$ cat config.mk
export PLATFORM = sky130hd
export DESIGN_NAME = vop_index
export DESIGN_NICKNAME = d
export VERILOG_FILES = /design/src/vop_pkg.sv /design/src/vop_index.sv
export SDC_FILE = /design/constraint.sdc
export NUM_CORES = 1
export LEC_CHECK = 0
export BUFFER_PORTS_ARGS = -buffer_cell sky130_fd_sc_hd__buf_2
export CORE_ASPECT_RATIO = 1.75
export CORE_MARGIN = 5
export CORE_UTILIZATION = 60
export DETAILED_ROUTE_END_ITERATION = 7
export PLACE_DENSITY_LB_ADDON = 0.25
export SLEW_MARGIN = 30
export SYNTH_ARGS = -nofsm -noshare
export SYNTH_HDL_FRONTEND = slang
export SYNTH_SLANG_ARGS = --single-unit
$ cat constraint.sdc
create_clock -name vclk -period 8.4
set_input_delay 0.42 -clock vclk [all_inputs]
set_output_delay 0.42 -clock vclk [all_outputs]
set_load 0.005 [all_outputs]
$ cat src/vop_pkg.sv
// shared types and constants for the voxel occupancy pyramid
// no dependencies
package vop_pkg;

  localparam int LEVELS_DEF = 6;

  localparam int FUNC_W  = 2;
  localparam int COORD_W = 6;
  localparam int VALUE_W = 32;
  localparam int QLVL_W  = 3;

  typedef enum logic [FUNC_W-1:0] {
    FUNC_CLEAR = 2'd0,
    FUNC_MARK  = 2'd1,
    FUNC_QUERY = 2'd2
  } func_t;

  typedef enum logic [2:0] {
    ST_INIT,
    ST_IDLE,
    ST_CLEAR,
    ST_MARK,
    ST_QREAD,
    ST_QWAIT,
    ST_DONE
  } state_t;

  // memory command from the sequencer
  typedef struct packed {
    logic wr;
    logic rd;
    logic wr_bit;
    logic sweep;
  } mem_ctl_t;

endpackage

$ cat src/vop_index.sv
// cell address unit: flat store address of one cell at a given level
// depends on vop_pkg
module vop_index #(
  parameter int LEVELS = vop_pkg::LEVELS_DEF,
  parameter int LVL_W  = 3,
  parameter int ADDR_W = 16
) (
  input  logic [LVL_W-1:0]          level,
  input  logic [vop_pkg::COORD_W-1:0] x,
  input  logic [vop_pkg::COORD_W-1:0] y,
  input  logic [vop_pkg::COORD_W-1:0] z,
  output logic [ADDR_W-1:0]         addr
);
  import vop_pkg::*;

  localparam int KEY_W = 3 * LEVELS;

  logic [LEVELS-1:0] fx, fy, fz;
  logic [LEVELS-1:0] cx, cy, cz;
  logic [LVL_W-1:0]  sh;
  logic [LVL_W:0]    lvl2;
  logic [KEY_W-1:0]  key;
  logic [KEY_W-1:0]  base;
  logic [KEY_W-1:0]  sum;

  // full resolution coordinate, LEVELS bits wide
  if (LEVELS >= COORD_W) begin : g_ext
    assign fx = LEVELS'(x);
    assign fy = LEVELS'(y);
    assign fz = LEVELS'(z);
  end else begin : g_trunc
    assign fx = x[LEVELS-1:0];
    assign fy = y[LEVELS-1:0];
    assign fz = z[LEVELS-1:0];
  end

  assign sh   = LVL_W'(LEVELS) - level;
  assign lvl2 = {level, 1'b0};
  assign cx   = fx >> sh;
  assign cy   = fy >> sh;
  assign cz   = fz >> sh;

  // coordinates occupy disjoint bit fields of the level's key
  assign key = KEY_W'(cx) | (KEY_W'(cy) << level) | (KEY_W'(cz) << lvl2);

  // level base offset is 8^0 + 8^1 + ... below this level: one bit per octal digit
  always_comb begin
    base = '0;
    for (int i = 0; i < LEVELS; i++) begin
      base[3*i] = (LVL_W'(i) < level);
    end
  end

  assign sum  = base + key;
  assign addr = sum[ADDR_W-1:0];

endmodule

Word level (Yosys, flattened, before mapping)
Index checks and enable logic that the tools add are counted.
- $add $sub $neg: 2
- $lt $le $gt $ge: 6
- shifts and indexed selects: 5
- bitwise gates (word level): 2
- operators with widths (operator ; count):
    >> shifter 6 x 3 -> 6 bit ; 3
    adder 16 bit ; 1
    bitwise OR 16 bit ; 1
    bitwise OR 6 x 16 -> 16 bit ; 1
    left shift 6 x 3 -> 16 bit ; 1
    left shift 6 x 4 -> 16 bit ; 1
    < comparator 1 x 3 -> 1 bit, first input constant ; 2
    < comparator 2 x 3 -> 1 bit, first input constant ; 2
    < comparator 3 bit, first input constant ; 2
    subtractor 3 bit, first input constant ; 1
- register bits after elaboration: 0

Depth between registers and ports, before layout
- depth in word-level cells: 6
- gate-level depth with buffers: 18
- depth with buffers taken out: 15

Least setup slack after synthesis
No wires, ideal clock.
- kind: in2out
- start point: input port level[0]
- end point: output port addr[14]
- arrival: 3.386 ns
- slack: 4.594 ns
- stages: 15
- buffers on the path: 4
- cells stage by stage: ha_1 > buf_6 > buf_12 > buf_4 > buf_2 > mux4_2 > nand2_1 > nand3_1 > ha_1 > ha_1 > a41oi_1 > o31ai_2 > a41oi_2 > o21bai_2 > o311ai_1
- longest elaborated chain between the ends: 6
- ends and longest elaborated chain (element ; RTL line ; RTL):
    from (decl) ; vop_index.sv:8 ; input logic [LVL_W-1:0] level,
    subtractor 3 bit ; vop_index.sv:37 ; assign sh = LVL_W'(LEVELS) - level;
    >> shifter 6 x 3 -> 6 bit ; vop_index.sv:40 ; assign cy = fy >> sh;
    left shift 6 x 3 -> 16 bit ; vop_index.sv:44 ; assign key = KEY_W'(cx) | (KEY_W'(cy) << level) | (KEY_W'(cz) << lvl2);
    bitwise OR 6 x 16 -> 16 bit ; vop_index.sv:44 ;
    bitwise OR 16 bit ; vop_index.sv:44 ;
    adder 16 bit (*) ; vop_index.sv:54 ; assign sum = base + key;
    to (decl) ; vop_index.sv:12 ; output logic [ADDR_W-1:0] addr
Every way passes the cells marked *; elsewhere a longest branch is shown, timed or not.

Final worst setup path
Ends and elaborated chain as after synthesis.

==> reports/summary.json <==
{
  "final_layout": {
    "postLayoutCellArea_um2": 1718,
    "antenna_cells_inserted": 0,
    "synthesis_to_layout_area_growth_pct": 5.778,
    "n_sequential_cell": 0,
    "nNetsFinal": 262,
    "clock_buffers": 0,
    "final_layout_size_suffix_gt1_frac": 0.3233,
    "final_util": 0.6461,
    "final.fill_count": 270,
    "layout.area.seq_um2": 0
  },
  "logic_synthesis": {
    "syn_area_um2": 1624,
    "synth_largest_area_cell": "nand2_1",
    "ys_top_cells_by_area": "nand2_1 (7.2%), mux2i_1 (5.5%), ha_1 (5.4%)",
    "avgSynthCellArea_um2": 7.771,
    "synth_net_count": 237,
    "synth.top_cell.area_share": 0.07165,
    "yosys.cell_types.count": 71,
    "synth_cells": 209,
    "ys_seq_area_frac": 0,
    "synth-warning-count": 0
  },
  "placement": {
    "pre_cts_slack_ns": 3.700,
    "routabilityCongestion": 0.8716,
    "detailed_place_hpwl_um": 3421,
    "placement.cell_area_um2": 1707,
    "io_buf_count": 37
  },
  "die": {
    "initial_core_util": 0.6108,
    "die_h_um": 78.83,
    "num_rows": 25,
    "coreArea_um2": 2659,
    "floorplan.die.width_um": 49.33,
    "floorplan.die_area_um2": 3888,
    "design.portCount": 37
  },
  "setup_path": {
    "timing.critical_path.cells": "buf_2 -> ha_1 -> buf_4 -> or3b_2 -> a21oi_4 -> nor2_1 -> inv_1 -> o21ai_0 -> nand3_1 -> ha_1 -> ha_1 -> o311ai_1 -> o31ai_2 -> a41oi_2 -> o21bai_2 -> nand4b_1 -> o311ai_1 -> buf_2",
    "criticalPathCategory": "input port to primary output",
    "timing.critical_path.fanout_max": 33,
    "crit_slowest_cell": "or3b_2",
    "critPathMaxStageDelay_ns": 0.53,
    "path_delay_family": "compound AO/OA/AOI/OAI gates",
    "worstPathRequired_ns": 7.98,
    "worst-path-buf-inv": 4,
    "crit_path_start_kind": "input port",
    "arrival_time_of_the_worst_setup_path_ns": 4.27,
    "kind_of_end_point_of_the_critical_path": "primary output",
    "timing.critical_path.mode_cell": "ha_1"
  },
  "detailed_routing": {
    "route.detailed.wl_per_inst_um": 16.13,
    "top_signal_layer_used": "met4",
    "drt_iter0_drc": 48,
    "vias_per_cell": 6.645,
    "wl_met1_um": 1596,
    "drt_first_pass_iters": 4,
    "detailroute.wirelength.met2_um": 2213,
    "dr_total_vias": 1721,
    "remaining_drc_errors": 0,
    "met3RoutedLength_um": 257,
    "ant_nets": 0,
    "finalWirelength_um": 4177
  },
  "timing": {
    "max_slew.worst_pin.slew_ns": 0.6435,
    "timing.final.hold_violations": 0,
    "post-route-min-period_ns": 4.691,
    "final-max-slew-violation-count": 0,
    "grt_setup_unrepaired": "false",
    "crit_share_post_route": 0.5584,
    "max_freq_ghz": 0.2132,
    "report.final.setup_viol": 0,
    "setup_tns_ns": 0,
    "slew-limit-headroom": 0.5710,
    "fin_ws_ns": 3.709
  },
  "pwr": {
    "max-vdd-ir-drop_mv": 0.04563,
    "power_density_nw_per_um2": 81.30,
    "static-leakage-power_nw": 0.7060,
    "total_power_mw": 0.1397
  },
  "global_route": {
    "grt_pass1_wl_um": 6858,
    "largest_net_degree_at_the_start_of_global_routing": 34,
    "grt_util_all_layers": 0.2102,
    "initial_antenna_violation_count": 0,
    "vias_in_the_first_global_route": 1568,
    "aggregate_global_routing_overflow": 0
  },
  "clock_network": {
    "post-cts-setup-buffer-count": 0,
    "post_cts_resize_count": 0,
    "cts_hold_repair.buffers": 0
  },
  "status": {
    "outcome": "complete, no violations"
  },
  "min_path": {
    "hp-class": "input port to primary output"
  },
  "flow_run": {
    "max-cap-violations": 0
  }
}
final timing paths:
path / slack [ns] / cells past startpoint / from / endpoint
setup / recovery: 3.71 / 18 / level[0] / addr[14]
hold / removal: 1.37 / 5 / x[5] / addr[5]
where the power goes:
part | total, mW | leakage (nW) | internal [mW] | switching, mW
clock | 0 | 0 | 0 | 0
combinational | 0.140 | 0.706 | 0.0597 | 0.0800
sequential | 0 | 0 | 0 | 0
layout make-up:
type,count,area [um2],area share
repair buffers,38,192.7,0.1122
multi-input cells,186,1461,0.8507
well taps,27,33.78,0.01966
inverters,8,30.03,0.01748
stage by stage:
step | std cells | hold slack, ns
floorplan | 209 | 1.075
global placement | 259 | 1.371
detailed placement | 259 | 1.382
CTS | 259 | 1.382
global route | 259 | 1.415
finish | 259 | 1.373
metal layers:
layer	global-route usage	up-vias
met4	0.06469	0
li1	-	842
met2	0.3966	63
met1	0.2417	806
met3	0.01501	10
met5	0	-
synth_stat cells, types with 3 or more instances:
master / instances
nand2_1: 31
nor2_1: 16
nand3_1: 11
a21oi_1: 10
o21ai_0: 10
mux2i_1: 9
ha_1: 7
inv_1: 7
xnor2_1: 7
mux2_2: 5
xor2_1: 5
buf_6: 4
nor3b_1: 4
o311ai_1: 4
and4_1: 3
buf_2: 3
clkbuf_8: 3
mux4_2: 3
nand3b_1: 3
nor3_1: 3
o31ai_2: 3
logic make-up after synthesis:
| logic type | Yosys count | synth area share |
|---|---|---|
| AOI/OAI and AO/OA | 57 | 0.3059 |
| and+or+nand+nor | 90 | 0.3012 |
| buffers and inverters | 23 | 0.1071 |
| adders and majority gates | 7 | 0.05393 |
| muxes | 18 | 0.1471 |
| xor gates and xnor gates | 14 | 0.08475 |
cell usage in the layout (no fill, tap or decap), drive strengths merged, types with 4 or more instances in the layout:
cell    instances
nor3b           5
o21ai          12
nor3            5
o311ai          4
mux4            4
xnor2           8
nand2          31
a21oi          13
mux2            5
ha              7
xor2            6
and4            5
inv             7
buf            38
nand3          12
nor2           16
mux2i           9
worst min-delay path, cell delays in order:
cell and delay, ns:
buf_2 0.11, nand3_1 0.09, o221ai_2 0.13, xnor2_1 0.08
buf_2 0.12
Note: power is estimated with default switching activity, not from simulation.
