File: src/vop_pkg.sv
// shared types and constants for the voxel occupancy pyramid
// no dependencies
package vop_pkg;

  localparam int LEVELS_DEF = 6;

  localparam int FUNC_W  = 2;
  localparam int COORD_W = 6;
  localparam int VALUE_W = 32;
  localparam int QLVL_W  = 3;

  typedef enum logic [FUNC_W-1:0] {
    FUNC_CLEAR = 2'd0,
    FUNC_MARK  = 2'd1,
    FUNC_QUERY = 2'd2
  } func_t;

  typedef enum logic [2:0] {
    ST_INIT,
    ST_IDLE,
    ST_CLEAR,
    ST_MARK,
    ST_QREAD,
    ST_QWAIT,
    ST_DONE
  } state_t;

  // memory command from the sequencer
  typedef struct packed {
    logic wr;
    logic rd;
    logic wr_bit;
    logic sweep;
  } mem_ctl_t;

endpackage

File: src/vop_seq.sv
// sequencer: takes one transaction at a time, steps levels or sweeps the store,
// and holds the result register; depends on vop_pkg
module vop_seq #(
  parameter int LEVELS     = vop_pkg::LEVELS_DEF,
  parameter int LVL_W      = 3,
  parameter int ADDR_W     = 16,
  parameter int CELL_TOTAL = 37449
) (
  input  logic                        clk,
  input  logic                        rst,
  input  logic                        req_valid,
  output logic                        req_ready,
  input  logic [vop_pkg::FUNC_W-1:0]  func,
  input  logic [vop_pkg::COORD_W-1:0] vx,
  input  logic [vop_pkg::COORD_W-1:0] vy,
  input  logic [vop_pkg::COORD_W-1:0] vz,
  input  logic [vop_pkg::VALUE_W-1:0] voxel_value,
  input  logic [vop_pkg::QLVL_W-1:0]  query_level,
  output logic                        rsp_valid,
  input  logic                        rsp_ready,
  output logic                        occupied,
  output logic [LVL_W-1:0]            level,
  output logic [vop_pkg::COORD_W-1:0] x,
  output logic [vop_pkg::COORD_W-1:0] y,
  output logic [vop_pkg::COORD_W-1:0] z,
  output logic [ADDR_W-1:0]           sweep,
  output vop_pkg::mem_ctl_t           ctl,
  input  logic                        rd_bit
);
  import vop_pkg::*;

  state_t state, state_next;
  func_t  fcode;
  logic   res;
  logic   accept;
  logic   rsp_free;
  logic   last_sweep;
  logic   last_level;
  logic   value_nz;
  logic   qlvl_ok;

  assign fcode      = func_t'(func);
  assign req_ready  = (state == ST_IDLE);
  assign accept     = req_valid && req_ready;
  assign rsp_free   = !rsp_valid || rsp_ready;
  assign last_sweep = (sweep == ADDR_W'(CELL_TOTAL - 1));
  assign last_level = (level == LVL_W'(LEVELS - 1));
  assign value_nz   = (voxel_value != '0);
  assign qlvl_ok    = ({1'b0, query_level} < (QLVL_W + 1)'(LEVELS));

  always_comb begin
    state_next = state;
    unique case (state)
      ST_INIT: begin
        if (last_sweep) state_next = ST_IDLE;
      end
      ST_IDLE: begin
        if (req_valid) begin
          unique case (fcode)
            FUNC_CLEAR: state_next = ST_CLEAR;
            FUNC_MARK:  state_next = value_nz ? ST_MARK : ST_DONE;
            FUNC_QUERY: state_next = qlvl_ok ? ST_QREAD : ST_DONE;
            default:    state_next = ST_DONE;
          endcase
        end
      end
      ST_CLEAR: begin
        if (last_sweep) state_next = ST_DONE;
      end
      ST_MARK: begin
        if (last_level) state_next = ST_DONE;
      end
      ST_QREAD: state_next = ST_QWAIT;
      ST_QWAIT: state_next = ST_DONE;
      ST_DONE: begin
        if (rsp_free) state_next = ST_IDLE;
      end
      default: state_next = ST_INIT;
    endcase
  end

  always_comb begin
    ctl = '0;
    unique case (state)
      ST_INIT, ST_CLEAR: begin
        ctl.wr    = 1'b1;
        ctl.sweep = 1'b1;
      end
      ST_MARK: begin
        ctl.wr     = 1'b1;
        ctl.wr_bit = 1'b1;
      end
      ST_QREAD: ctl.rd = 1'b1;
      default: ctl = '0;
    endcase
  end

  always_ff @(posedge clk) begin
    if (rst) begin
      state     <= ST_INIT;
      sweep     <= '0;
      rsp_valid <= 1'b0;
    end else begin
      state <= state_next;
      if (state == ST_INIT || state == ST_CLEAR) begin
        sweep <= last_sweep ? '0 : sweep + 1'b1;
      end
      if (state == ST_DONE && rsp_free) begin
        rsp_valid <= 1'b1;
      end else if (rsp_ready) begin
        rsp_valid <= 1'b0;
      end
    end
  end

  always_ff @(posedge clk) begin
    if (accept) begin
      x     <= vx;
      y     <= vy;
      z     <= vz;
      res   <= 1'b0;
      level <= (fcode == FUNC_QUERY) ? LVL_W'(query_level) : '0;
    end else if (state == ST_MARK) begin
      level <= level + 1'b1;
    end else if (state == ST_QWAIT) begin
      res <= rd_bit;
    end
    if (state == ST_DONE && rsp_free) begin
      occupied <= res;
    end
  end

endmodule

File: config.mk
export PLATFORM = sky130hd
export DESIGN_NAME = vop_seq
export DESIGN_NICKNAME = d
export VERILOG_FILES = /design/src/vop_pkg.sv /design/src/vop_seq.sv
export SDC_FILE = /design/constraint.sdc
export NUM_CORES = 1
export LEC_CHECK = 0
export BUFFER_PORTS_ARGS = -buffer_cell sky130_fd_sc_hd__buf_2
export CORE_MARGIN = 5
export CORE_UTILIZATION = 48
export CTS_CLUSTER_SIZE = 20
export DETAILED_ROUTE_END_ITERATION = 7
export GPL_TIMING_DRIVEN = 0
export PLACE_DENSITY = 0.85
export SLEW_MARGIN = 20
export SYNTH_ARGS = -nofsm -noshare
export SYNTH_HDL_FRONTEND = slang
export SYNTH_SLANG_ARGS = --single-unit
File: constraint.sdc
create_clock -name clk -period 6.3 [get_ports clk]
set_input_delay 1.89 -clock clk [delete_from_list [all_inputs] [get_ports clk]]
set_output_delay 1.89 -clock clk [all_outputs]
set_load 0.03 [all_outputs]
After elaboration in Yosys (flattened, before gate mapping)
Cells that the tools add are included.

word-level totals
  register bits = 43
  latch bits = 0
  memory bits (writable) = 0
  bits in read-only memories = 0
  logic and storage cells = 61
  memories kept = 0
  output and inout port bits = 44

cells by class
  div/mod/pow operators = 0
  magnitude comparators = 1
  shift operators = 0
  add/sub/neg operators = 2
  bitwise operators = 1
  multipliers = 0
  muxes and demuxes = 19
  reduce and logical (&&, ||, !) cells = 14
  eq/ne operators = 15

operators by type and width
  operator                                                         number
  32-bit nonzero test                                              1
  3-bit two-way mux                                                9
  3-bit one-hot mux with 7 select lines                            1
  16-bit by 1-bit adder with 16-bit output, second input constant  1
  16-bit == test, second input constant                            1
  16-bit two-way mux                                               1
  3-bit == test, second input constant                             4
  2-bit inequality test, second input constant                     5
  3-bit one-hot mux with 3 select lines                            1
  3-bit by 2-bit == test with 1-bit output, second input constant  2
  1-bit two-way mux                                                6
  5-bit AND reduction                                              1
  2-bit nonzero test                                               2
  3-bit by 1-bit adder with 3-bit output, second input constant    1
  3-bit by 1-bit == test with 1-bit output, second input constant  1
  3-bit logical NOT                                                1
  3-bit < comparator, second input constant                        1
  3-bit OR reduction                                               1
  2-bit by 1-bit == test with 1-bit output, second input constant  1
  2-bit == test, second input constant                             1
  1-bit logical AND                                                2
  2-bit logical NOT                                                1
  1-bit logical OR                                                 2
  2-bit two-way mux                                                1
  other kinds (4)                                                  4

Longest topological paths before layout
Gate-level depths: netlist of the first run.

  depth after elaboration = 5
  mapped depth = 7
  depth with buffers taken out = 7

Worst setup path after synthesis of the first run
OpenSTA, ideal clock, no wires.

  path type = register to output
  start point = register state[2]
  end point = output ctl[2] in the netlist's numbering
  cell stages (with the launch flop) = 3
  arrival = 1.487 ns
  path slack = 2.923 ns
  cells stage by stage = dfxtp_1 clkbuf_1 nor3b_1

RTL lines
  item                    line            text
  from (decl)             vop_seq.sv:32   state_t state, state_next;
  from (signal assigned)  vop_seq.sv:104  state <= state_next;
  to (decl)               vop_seq.sv:27   output vop_pkg::mem_ctl_t ctl,

==> results.md, run 1 <==
- The data arrival time at the worst-slack endpoint is 1.60 ns.
- The sequential share of power is 59.1%.
- During synthesis, Yosys emitted a total of 0 warnings.
- The type of the tightest min-delay check is reg -> reg.
- The routed wirelength normalized by instance count is 14.0 um.
- Final hold analysis gives a worst-case slack of 0.440 ns.
- The detailed-route wire length is 4740 um.
- The die boundary width is 73.4 um.
- Summing over every cut layer, the via total after detailed routing is 1704.
- For this design the total switching power over the nets is 0.112 mW.
- Counting along the longest clock path gives a buffer depth of 2.
- The total number of H-tree levels is 2.
- The global routing usage on met1 is 21.6%.
- After clock tree synthesis, the clock-pin slew on the worst setup and hold paths is 0.09 ns.
- The DRC marker count from the first detailed-route iteration is 114.
- The mean number of vias per cell is 5.04.
- The wire-length estimate of the detail-placed layout is 3750 um.
- For this design the top-level I/O count stands at 104.
- Summing the sequential cell areas from Yosys gives 56.0% of the chip area.
- The switching power as a share of total power is 22.2%.
- The worst-path maximum fanout is 10.
- The DRC violation count after routing is 0.
- The flow ran to the end, and the final reports show no timing, DRC or antenna violations.
- The maximum number of pins on one net before global-route repair is 26.
- The worst slew margin relative to its limit is 63.6%.
- The post-layout minimum cycle time is 3.49 ns.
- Cell internal power was estimated by the tool at 0.392 mW.
- The setup-violating endpoint count in the final report is 0.
- The total global routing overflow is 0.
- The achievable clock frequency is 286 MHz.
- Once the floorplan was initialized, standard cells occupied 48.9% of the core.
- The later pin in the worst-skew pair is clocked with a latency of 0.29 ns.
- The number of global-route vias before repair came to 1772.
- The total of hold buffers inserted after clock tree synthesis is 0.
- The number of nets in the synthesized netlist is 241.
- The areal power density over the cells is 194 nW/um^2.
- The largest family of logic cells by synthesized area is simple AND/OR/NAND/NOR gates.
- The number of cells in the design after placement is 330.
- The number of gates given a new drive strength after cts is 0.
- The routing usage on met3 is 4.24%.
- The total number of placement rows is 23.
- The synthesis-stage register bit count is 43.
- The area growth from synthesis to layout is 34.4%.
- The initial antenna violation count is 0.
- The area enclosed by the die boundary is 5390 um^2.
- Global routing used 18.5% of the available tracks.
- The post-layout net count is 351.
- The worst setup path is launched from a flop.
- The netlist uses 40 different library cells.
- The share of cells above drive strength 1 is 41.7%.
- The combinational share of power is 7.3%.
- The share of total power dissipated in the clock network is 33.7%.
- During placement, the flow inserted port buffers numbering 103.
- The final number of max-transition violations is 0.
- The number of hold-slack violations in the final timing report is 0.
- The number of buffers created by CTS is 5.
- After synthesis the cells add up to 1930 um^2.
- The number of setup buffers added after CTS is 0.
- The synthesized-area fraction occupied by and/or/nand/nor cells is 24.7%.
- The detailed-routing iteration count for the pre-antenna-repair pass is 4.
- Of the post-synthesis cell area, the part taken by muxes is 0%.
- TritonCTS built the clock tree.
- The final total negative setup slack is 0 ns.
- The weighted congestion at the end of routability-driven global placement is 0.809.
- met2 is the most crowded layer.
- The setup clock skew after layout is 0.0114 ns.
- CTS saw 43 sinks.
- For this run, global-route usage on met2 was measured as 33.4%.
- For the worst setup path, the data required time is 4.41 ns.
- The xor/xnor share of the synthesized area is 7.26%.
- The number of nets still failing antenna checks after routing is 0.
- 0 antenna diodes ended up in the layout.
- The analysis attributes to cell leakage a power of 1.11 nW.
- The tool flagged a number of max-cap violations equal to 0.
- The type of the worst setup path is reg -> out.
- Setup repair after global routing left no endpoint under its margin.
- Averaged over all synthesized cells, the footprint is 10.9 um^2.
- At the pin with the least slew margin, the transition time is 0.546 ns.
- The share of the synthesized area in compound gates (AO/OA/AOI/OAI) is 7.39%.
- The first-pass GRT wire length is 7760 um.
- The buffer cell driving the clock tree root is clkbuf_8.
- The placeable core region is 3940 um^2.
- The endpoint class of the critical path is an output pin.
- For this run, the number of standard cells in the final layout without fillers is 338.
- The die is 73.4 um tall.
- The largest vdd supply drop is 86.9 uV.
- The share of synthesized cell area in full adder, half adder and majority cells is 2.59%.
- The post-synthesis instance total is 177.
- The part of the cycle the worst path needs is 55.5%.
## critical path, stage by stage (launching register included)
cell	delay (ns)
dfxtp_1	0.49
clkbuf_1	0.38
nor3b_1	0.22
buf_2	0.22
## final cells by class
| type | count | area, um^2 |
|---|---|---|
| plain buffers | 5 | 21.3 |
| clock buffers | 6 | 72.6 |
| clock inverters | 2 | 12.5 |
| fillers | 332 | 1350 |
| inverters | 5 | 18.8 |
| multi-input cells | 124 | 810 |
| flip-flops and latches | 43 | 1080 |
| well taps | 50 | 62.6 |
| repair buffers | 103 | 515 |
## cells by family (layout without fill, tap and decap cells)
kind of cell	Yosys count	after routing
simple gates	84	84
flops	43	43
compound gates	20	20
xor+xnor	16	16
buf+inv	10	121
fa+ha+maj	4	4
## through the flow
step	area (um^2)	util, %	power, mW	worst slack (ns)
after global routing	2590	65.8	0.521	2.67
after CTS	2590	65.8	0.509	2.81
after floorplan	1930	-	0.317	2.92
after detailed placement	2510	63.6	0.341	2.75
final	2590	65.8	0.504	2.81
after global placement	2510	63.6	0.339	2.81
## power by group through the flow
stage | clock network (mW) | logic (mW) | registers (mW)
finish | 0.170 | 0.0366 | 0.297
global route | 0.183 | 0.0408 | 0.298
CTS | 0.174 | 0.0371 | 0.297
detailed placement | 0 | 0.0369 | 0.304
global placement | 0 | 0.0356 | 0.304
floorplan | 0 | 0.0106 | 0.307
## sequential cells by signal (all words and copies together) (netlist names)
name	cells
occupied	1
rsp_valid	1
sweep	16
z	6
res	1
level	3
x	6
y	6
state	3
## per-layer routing
metal  up-vias  wire length (um)
li1        855                 -
met1       774              1840
met2        71              2490
met3         4               353
met4         0                61
met5         -                 0
## layout by cell type, fill, tap and decap left out, types with 2 or more instances in the layout
| cell type | instances |
|---|---|
| ha_1 | 4 |
| nand3_1 | 8 |
| dfxtp_1 | 21 |
| nor2b_1 | 7 |
| nor4_1 | 9 |
| clkbuf_8 | 5 |
| nand2_1 | 13 |
| nor2_1 | 19 |
| a31oi_1 | 3 |
| nor2_2 | 3 |
| clkbuf_1 | 4 |
| nor3b_1 | 2 |
| nor3_1 | 2 |
| nand4_1 | 4 |
| a21oi_1 | 4 |
| xnor2_1 | 8 |
| and2_1 | 2 |
| o21ai_0 | 6 |
| and3_1 | 2 |
| nand2b_1 | 3 |
| edfxtp_1 | 22 |
| buf_2 | 104 |
| xor2_1 | 8 |
| inv_1 | 5 |
## synthesized netlist by cell type
master / count / share of area [%]
nor3b_1: 2 / 0.78
nand4bb_1: 1 / 0.58
o21ai_0: 6 / 1.6
edfxtp_1: 22 / 34
or3b_4: 1 / 0.58
buf_2: 1 / 0.26
nand2_1: 13 / 2.5
nor4bb_1: 1 / 0.52
a32o_1: 1 / 0.52
o31ai_1: 1 / 0.39
o211ai_1: 1 / 0.39
and4bb_2: 1 / 0.65
nor4_1: 9 / 2.9
and4_1: 1 / 0.45
o2111a_1: 1 / 0.58
a21o_1: 1 / 0.39
clkbuf_1: 4 / 0.78
or2_1: 1 / 0.32
nand4_1: 4 / 1.3
nor2_1: 19 / 3.7
nor2b_1: 7 / 2.3
nand2b_1: 3 / 0.97
a31oi_1: 3 / 0.97
and2_1: 2 / 0.65
inv_1: 5 / 0.97
nor3_1: 2 / 0.52
dfxtp_1: 21 / 22
ha_1: 4 / 2.6
nor4b_1: 1 / 0.45
a311oi_1: 1 / 0.45
nand3_1: 8 / 2.1
nand3b_1: 1 / 0.39
nor4_4: 1 / 1.1
o31ai_4: 1 / 1.1
xnor2_1: 8 / 3.6
and3_1: 2 / 0.65
xor2_1: 8 / 3.6
or2_2: 1 / 0.32
nor2_2: 3 / 0.97
a21oi_1: 4 / 1.0
## path summary, 6_finish.rpt
| path | depth (start not counted) | slack [ns] | end | start |
|---|---|---|---|---|
| min reg2reg | 0 | 0.44 | occupied | res |
| max | 3 | 2.81 | ctl[2] | state[2] |
| max reg2reg | 5 | 4.25 | level[2] | state[0] |
| min | 0 | 0.44 | occupied | res |
Note: power is estimated with default switching activity, not from simulation.
==> run 2: changes to the inputs <==
--- a/config.mk
+++ b/config.mk
@@ -5,13 +5,14 @@
 export SDC_FILE = /design/constraint.sdc
 export NUM_CORES = 1
 export LEC_CHECK = 0
+export ABC_AREA = 1
 export BUFFER_PORTS_ARGS = -buffer_cell sky130_fd_sc_hd__buf_2
 export CORE_MARGIN = 5
-export CORE_UTILIZATION = 48
+export CORE_UTILIZATION = 42
 export CTS_CLUSTER_SIZE = 20
 export DETAILED_ROUTE_END_ITERATION = 7
 export GPL_TIMING_DRIVEN = 0
-export PLACE_DENSITY = 0.85
+export PLACE_DENSITY = 0.76
 export SLEW_MARGIN = 20
 export SYNTH_ARGS = -nofsm -noshare
 export SYNTH_HDL_FRONTEND = slang
==> constraint.sdc (replaced) <==
create_clock -name clk -period 2.9 [get_ports clk]
set_input_delay 0.87 -clock clk [delete_from_list [all_inputs] [get_ports clk]]
set_output_delay 0.87 -clock clk [all_outputs]
set_load 0.03 [all_outputs]
==> results.md, run 2 <==
- The run finished with clean final reports.
- The areal power density over the cells is 625 nW/um^2 (+220%).
- The detailed-routing iteration count for the pre-antenna-repair pass is 5 (+1).
- The total power consumption of the routed design was 1.83 mW (+260%).
- The unique cell type count in the Yosys netlist is 34 (-15%).
- sweep holds more flip-flops than any other register.
- The count of maximum capacitance violations was 0 (unchanged).
- The total of hold buffers inserted after clock tree synthesis is 0 (unchanged).
- The total standard cell area after synthesis is 2220 um^2 (+15%).
- The die boundary width is 82.6 um (+13%).
- The kind of start point of the critical path is a flop.
- The final hold slack is 0.473 ns (+0.0324 ns).
- The count of buffers from port buffering came to 103 (unchanged).
- The per-instance average area after synthesis is 8.21 um^2 (-25%).
- The share of cells above drive strength 1 is 35.4% (-6.2 points).
- The TritonCTS clock tree is built.
- The placeable core region came to 5110 um^2 (+30%).
- The library cell used most frequently in the layout, excluding fill and tap cells, is buf_2.
- The number of buffers created by CTS is 5 (unchanged).
- The number of clock sinks seen by CTS is 43 (unchanged).
- The number of global-route vias before repair is 1951 (+10%).
- The weighted congestion at the end of routability-driven global placement is 0.864 (+6.8%).
- The number of nets in the synthesized netlist is 334 (+39%).
- The buffers inserted during post-CTS setup optimization is 0 (unchanged).
- The top-level port count is 104 (unchanged).
- The HPWL after detailed placement is 4070 um (+8.5%).
- The post-layout net count came to 444 (+26%).
- The required time of the critical path came to 2.03 ns (-2.38 ns).
- The global routing usage on met2 was 27.0% (-6.4 points).
- The number of enable flip-flop cells after synthesis was 22 (unchanged).
- By instance count, the leading cell after synthesis is nand2_1.
- The mean number of vias per cell was 4.76 (-5.6%).
- met2 is the most crowded layer.
- The endpoint class of the critical path is an output pin.
- The dominant register cell in the synthesized netlist is edfxtp_1.
- The share of flip-flops with an asynchronous set or reset after synthesis is 0% (unchanged).
- After synthesis, the cell types taking the most area are edfxtp_1, dfxtp_1, nand2_1, nor2_1, inv_1.
- The type of the tightest min-delay check is reg -> reg.
- The area enclosed by the die boundary is 6830 um^2 (+27%).
- The data arrival time at the worst-slack endpoint is 1.33 ns (-0.27 ns).
- The top cell types in the final layout, fill and taps aside, are buf_2, nand2_1, nor2_1.
- The final total negative setup slack came to 0 ns (unchanged).
- The standby leakage power came to 1.32 nW (+18%).
- The overall die height was 82.6 um (+13%).
- The total number of H-tree levels is 2 (unchanged).
- The worst-path maximum fanout is 9 (-1).
- The insertion delay to the later sink of the worst-skew pair is 0.29 ns (about the same).
- Static timing analysis puts the maximum clock frequency at 454 MHz.
- By count the netlist is led by nand2_1, nor2_1, inv_1, edfxtp_1, dfxtp_1.
- Traced cell by cell, the critical path runs through inv_4 > nand2_8 > inv_2 > buf_2.
- The total number of placement rows is 26 (+13%).
- Setup repair after global routing left no endpoint under its margin.
- The all-layer global routing usage is 15.3% (-3.2 points).
- The maximum number of pins on one net before global-route repair came to 25 (-3.8%).
- The total global routing overflow was 0 (unchanged).
- The post-synthesis instance total is 270 (+53%).
- The initial antenna violation count is 0 (unchanged).
- The number of gates given a new drive strength after cts is 0 (unchanged).
- The clock period could shrink to 2.20 ns.
- The clock-pin slew on the worst setup and hold paths is 0.09 ns (about the same).
- The number of flip-flops under the largest register name came to 16 (unchanged).
- The largest stage delay on the critical path was 0.39 ns (-0.10 ns).
- The synthesis-stage register bit count came to 43 (unchanged).
- The buffer cell driving the clock tree root is clkbuf_8.
- The routing usage on met3 is 4.77% (+0.53 points).
- The buffer levels on the longest clock path came to 2 (unchanged).
- The setup-violating endpoint count in the final report is 0 (unchanged).
- The area growth from synthesis to layout is 32.5%.
- The final number of max-transition violations is 0 (unchanged).
- The detailed-route wire length is 5230 um (+10%).
- The routed wirelength normalized by instance count was 11.6 um (-17%).
- The count of inserted antenna diode cells is 0 (unchanged).
- The share of synthesized area occupied by flip-flops and latches came to 48.8% (-7.2 points).
- The number of nets still failing antenna checks after routing is 0 (unchanged).
- The largest vdd supply drop is 277 uV (+220%).
- The setup clock skew after layout is 0.00436 ns (-0.00703 ns).
- The first-pass GRT wire length is 8180 um (+5.3%).
- The global routing usage on met1 came to 17.6% (-4.0 points).
- The number of filler instances in the final layout is 469 (+41%).
- The worst slew margin relative to its limit is 48.1% (-16 points).
- The slew at the pin with the worst max-slew slack is 0.778 ns (+0.232 ns).
- The part of the cycle the worst path needs is 75.9%.
- The type of the worst setup path is reg -> out.
- The DRC violation count after routing is 0 (unchanged).
- The initial cell density of the core was 43.4% (-5.6 points).
- Summed over all instances, the cell type with the most area after synthesis is edfxtp_1.
- The routed via count was 2147 (+26%).
- The number of warnings reported in the yosys synthesis log is 0 (unchanged).
- The DRC marker count from the first detailed-route iteration was 126 (+11%).
- The number of hold-slack violations in the final timing report is 0 (unchanged).
- The largest individual stage delay along the critical path comes from the cell dfxtp_1.
- The area share of the largest cell type after synthesis is 29.8% (-4.4 points).
==> run 2: stage by stage <==
stage,setup slack [ns],area [um^2],instances,utilization (%)
finish,0.699,2940,451,57.5
global route,0.633,2940,451,57.5
CTS,0.712,2940,451,57.5
detailed placement,0.767,2820,443,55.2
global placement,0.812,2820,443,55.2
floorplan,1.07,2220,270,-
==> run 2: kinds of logic after synthesis <==
family / Yosys count / share of synthesized area [%]
xor gates and xnor gates: 3 / 1.19
AOI/OAI and AO/OA: 24 / 5.93
adders and majority gates: 4 / 2.26
and+or+nand+nor: 160 / 35.1
buffers and inverters: 36 / 6.78
DFF: 43 / 48.8
==> run 2: critical path, delay by kind of cell (launching register included) <==
family                 cells  cell delay [ns]
buffers and inverters      3             0.54
flip-flops                 1             0.39
AND/OR/NAND/NOR            1             0.11
==> run 2: final timing paths <==
path | cells past startpoint | from | endpoint | slack [ns]
max | 4 | state[2] | ctl[0] | 0.70
min | 0 | res | occupied | 0.47
min reg2reg | 0 | res | occupied | 0.47
max reg2reg | 6 | state[1] | level[2] | 1.00
==> run 2: cell type report <==
class / count / area (um^2) / area share, %
Sequential cell: 43 / 1080 / 36.8
Multi-Input combinational cell: 191 / 985 / 33.5
Timing Repair Buffer: 103 / 515 / 17.6
Inverter: 34 / 135 / 4.60
Tap cell: 70 / 87.6 / 2.98
Clock buffer: 5 / 68.8 / 2.34
Clock inverter: 3 / 47.5 / 1.62
Buffer: 2 / 15.0 / 0.512
==> run 2: power breakdown <==
group	internal (mW)	switching, mW	total (mW)
clock	0.261	0.214	0.475
combinational	0.180	0.416	0.596
sequential	0.714	0.0490	0.763
==> run 2: layer usage <==
layer,wire length (um),up-vias
met3,558,13
met4,80,0
met5,0,-
met2,2520,97
met1,2070,936
li1,-,1101
==> run 3: changes to the inputs <==
--- a/config.mk
+++ b/config.mk
@@ -5,14 +5,14 @@
 export SDC_FILE = /design/constraint.sdc
 export NUM_CORES = 1
 export LEC_CHECK = 0
-export ABC_AREA = 1
+export ABC_AREA = 0
 export BUFFER_PORTS_ARGS = -buffer_cell sky130_fd_sc_hd__buf_2
 export CORE_MARGIN = 5
-export CORE_UTILIZATION = 42
+export CORE_UTILIZATION = 44
 export CTS_CLUSTER_SIZE = 20
 export DETAILED_ROUTE_END_ITERATION = 7
 export GPL_TIMING_DRIVEN = 0
-export PLACE_DENSITY = 0.76
+export PLACE_DENSITY = 0.79
 export SLEW_MARGIN = 20
 export SYNTH_ARGS = -nofsm -noshare
 export SYNTH_HDL_FRONTEND = slang
==> constraint.sdc (replaced) <==
create_clock -name clk -period 2.3 [get_ports clk]
set_input_delay 0.69 -clock clk [delete_from_list [all_inputs] [get_ports clk]]
set_output_delay 0.69 -clock clk [all_outputs]
set_load 0.03 [all_outputs]
==> results.md, run 3 (synthesized netlist as in run 1, its figures left out) <==
- The flow ran to the end, and the final reports show no timing, DRC or antenna violations.
- The count of maximum capacitance violations came to 0 (unchanged).
- The count of buffer and inverter cells on the critical path is 2 (-1).
- The worst slew margin relative to its limit is 63.9% (+16 points).
- The number of global-route vias before repair is 1853 (-5.0%).
- The type of the worst setup path is reg -> out.
- Walking the worst path, the cells encountered are clkbuf_2 > nor3b_1 > buf_2.
- The mean number of vias per cell came to 5.10 (+7.2%).
- The count of inserted antenna diode cells is 0 (unchanged).
- The overall die height was 76.2 um (-7.8%).
- The count of buffers from port buffering is 103 (unchanged).
- The part of the cycle the worst path needs is 93.6%.
- The data arrival time at the worst-slack endpoint is 1.46 ns (+0.13 ns).
- The placeable core region is 4290 um^2 (-16%).
- The buffer levels on the longest clock path was 2 (unchanged).
- The total of hold buffers inserted after clock tree synthesis is 0 (unchanged).
- Among all stages on the critical path, the largest delay is contributed by dfxtp_1.
- The areal power density over the cells was 535 nW/um^2 (-14%).
- The worst-path maximum fanout was 10 (+1).
- The final number of max-transition violations is 0 (unchanged).
- The post-layout net count is 351 (-21%).
- The routed wirelength normalized by instance count is 13.5 um (+16%).
- The clock-pin slew on the worst setup and hold paths is 0.08 ns (about the same).
- The number of buffers created by CTS was 5 (unchanged).
- The initial antenna violation count was 0 (unchanged).
- The endpoint of the lowest-slack register-to-register path is level[1].
- The total number of placement rows is 24 (-7.7%).
- The number of clock sinks seen by CTS is 43 (unchanged).
- The total number of H-tree levels is 2 (unchanged).
- The maximum number of pins on one net before global-route repair is 26 (+4.0%).
- The DRC violation count after routing is 0 (unchanged).
- The final total negative setup slack is 0 ns (unchanged).
- In this run the clock root is driven by a clkbuf_8.
- The buffers inserted during post-CTS setup optimization is 0 (unchanged).
- The die boundary width was 76.2 um (-7.8%).
- The achievable clock frequency is 464 MHz.
- The cell count along the critical path is 3 (-1).
- The number of hold-slack violations in the final timing report is 0 (unchanged).
- The total global routing overflow was 0 (unchanged).
- The detailed-route wire length is 4590 um (-12%).
- The kind of cell with the highest combined delay along the critical path is buffers and inverters.
- The required time of the critical path is 1.61 ns (-0.42 ns).
- The endpoint class of the critical path is an output pin.
- The register name with the most flops is sweep.
- Counting I/O delays and the setup requirement, the final critical path takes 2.15 ns.
- The number of filler instances in the final layout was 384 (-18%).
- The detailed-routing iteration count for the pre-antenna-repair pass is 4 (-1).
- The initial cell density of the core was 44.9% (+1.5 points).
- The startpoint identified for the worst register-to-register timing path is state[0].
- The leading cell type in the layout, fill and taps excluded is buf_2.
- The all-layer global routing usage is 16.3% (+1.1 points).
- Setup repair after global routing left no endpoint under its margin.
- The slew at the pin with the worst max-slew slack is 0.541 ns (-0.236 ns).
- The most critical setup path has its endpoint at ctl[2].
- The final hold slack is 0.451 ns (-0.0218 ns).
- The library cells used most frequently in the layout, excluding fill and tap cells, are buf_2, edfxtp_1, dfxtp_1.
- The worst hold path startpoint is res.
- The area growth from synthesis to layout is 35.0%.
- The tightest min-delay check is of the reg -> reg type.
- The first-pass GRT wire length is 7980 um (-2.4%).
- The top-level port count was 104 (unchanged).
- The number of nets still failing antenna checks after routing is 0 (unchanged).
- The share of cells above drive strength 1 was 42.4% (+6.9 points).
- Tracing the worst setup path back leads to its startpoint at state[2].
- The largest vdd supply drop is 257 uV (-7.3%).
- The setup-violating endpoint count in the final report came to 0 (unchanged).
- The HPWL after detailed placement is 3730 um (-8.3%).
- The setup clock skew after layout is 0.00750 ns (+0.00313 ns).
- TritonCTS built the clock tree.
- The DRC marker count from the first detailed-route iteration was 70 (-44%).
- The weighted congestion at the end of routability-driven global placement is 0.767 (-11%).
- The area enclosed by the die boundary is 5810 um^2 (-15%).
- The number of flip-flops under the largest register name is 16 (unchanged).
- The routed via count came to 1735 (-19%).
- The standby leakage power was 1.13 nW (-14%).
- The worst reg2reg path depth was 5 (-1).
- The insertion delay to the later sink of the worst-skew pair is 0.28 ns (about the same).
- The register-to-register setup slack is 0.24 ns (-0.76 ns).
- The largest stage delay on the critical path is 0.49 ns (+0.10 ns).
- The kind of start point of the critical path is a flop.
==> run 3: how the worst min path moves through the flow <==
stage                     endpoint  slack [ns]  cells after the start
after floorplan           occupied        0.41                      0
after global placement    occupied        0.43                      0
after detailed placement  occupied        0.43                      0
after CTS                 occupied        0.45                      0
after global routing      occupied        0.46                      0
final                     occupied        0.45                      0
==> run 3: where the power goes <==
part	switching, mW	internal [mW]	total (mW)
Clock	0.236	0.242	0.478
Combinational	0.0465	0.0530	0.0995
Sequential	0.00735	0.808	0.815
==> run 3: layout make-up <==
| cell class | count | area (um^2) | share of cell area, % |
|---|---|---|---|
| Sequential cell | 43 | 1080 | 41.5 |
| Multi-Input combinational cell | 124 | 810 | 31.1 |
| Timing Repair Buffer | 103 | 515 | 19.8 |
| Clock buffer | 7 | 86.3 | 3.31 |
| Tap cell | 52 | 65.1 | 2.50 |
| Buffer | 5 | 23.8 | 0.913 |
| Inverter | 5 | 18.8 | 0.720 |
| Clock inverter | 1 | 5.00 | 0.192 |
==> run 3: metrics by stage <==
| step | power (mW) | instances | utilization, % | area [um^2] | worst slack (ns) |
|---|---|---|---|---|---|
| global route | 1.47 | 340 | 60.7 | 2610 | 0.00514 |
| finish | 1.39 | 340 | 60.7 | 2610 | 0.147 |
| floorplan | 0.869 | 177 | - | 1930 | 0.113 |
| detailed placement | 0.933 | 332 | 58.5 | 2510 | 0.238 |
| global placement | 0.929 | 332 | 58.5 | 2510 | 0.281 |
| CTS | 1.41 | 340 | 60.6 | 2600 | 0.0721 |
==> run 3: metal layers <==
| metal | up-vias | GRT usage [%] | part of all wire [%] |
|---|---|---|---|
| met2 | 80 | 28.5 | 50 |
| li1 | 860 | - | - |
| met3 | 2 | 4.85 | 7.7 |
| met4 | 0 | 4.72 | 0.78 |
| met1 | 793 | 19.3 | 42 |
| met5 | - | 0 | 0 |
==> run 3: repair_timing <==
action | in CTS | in global routing
endpoints found under the setup margin | 1 | 1
pin swaps | 0 | 0
resized for setup | 1 | 2
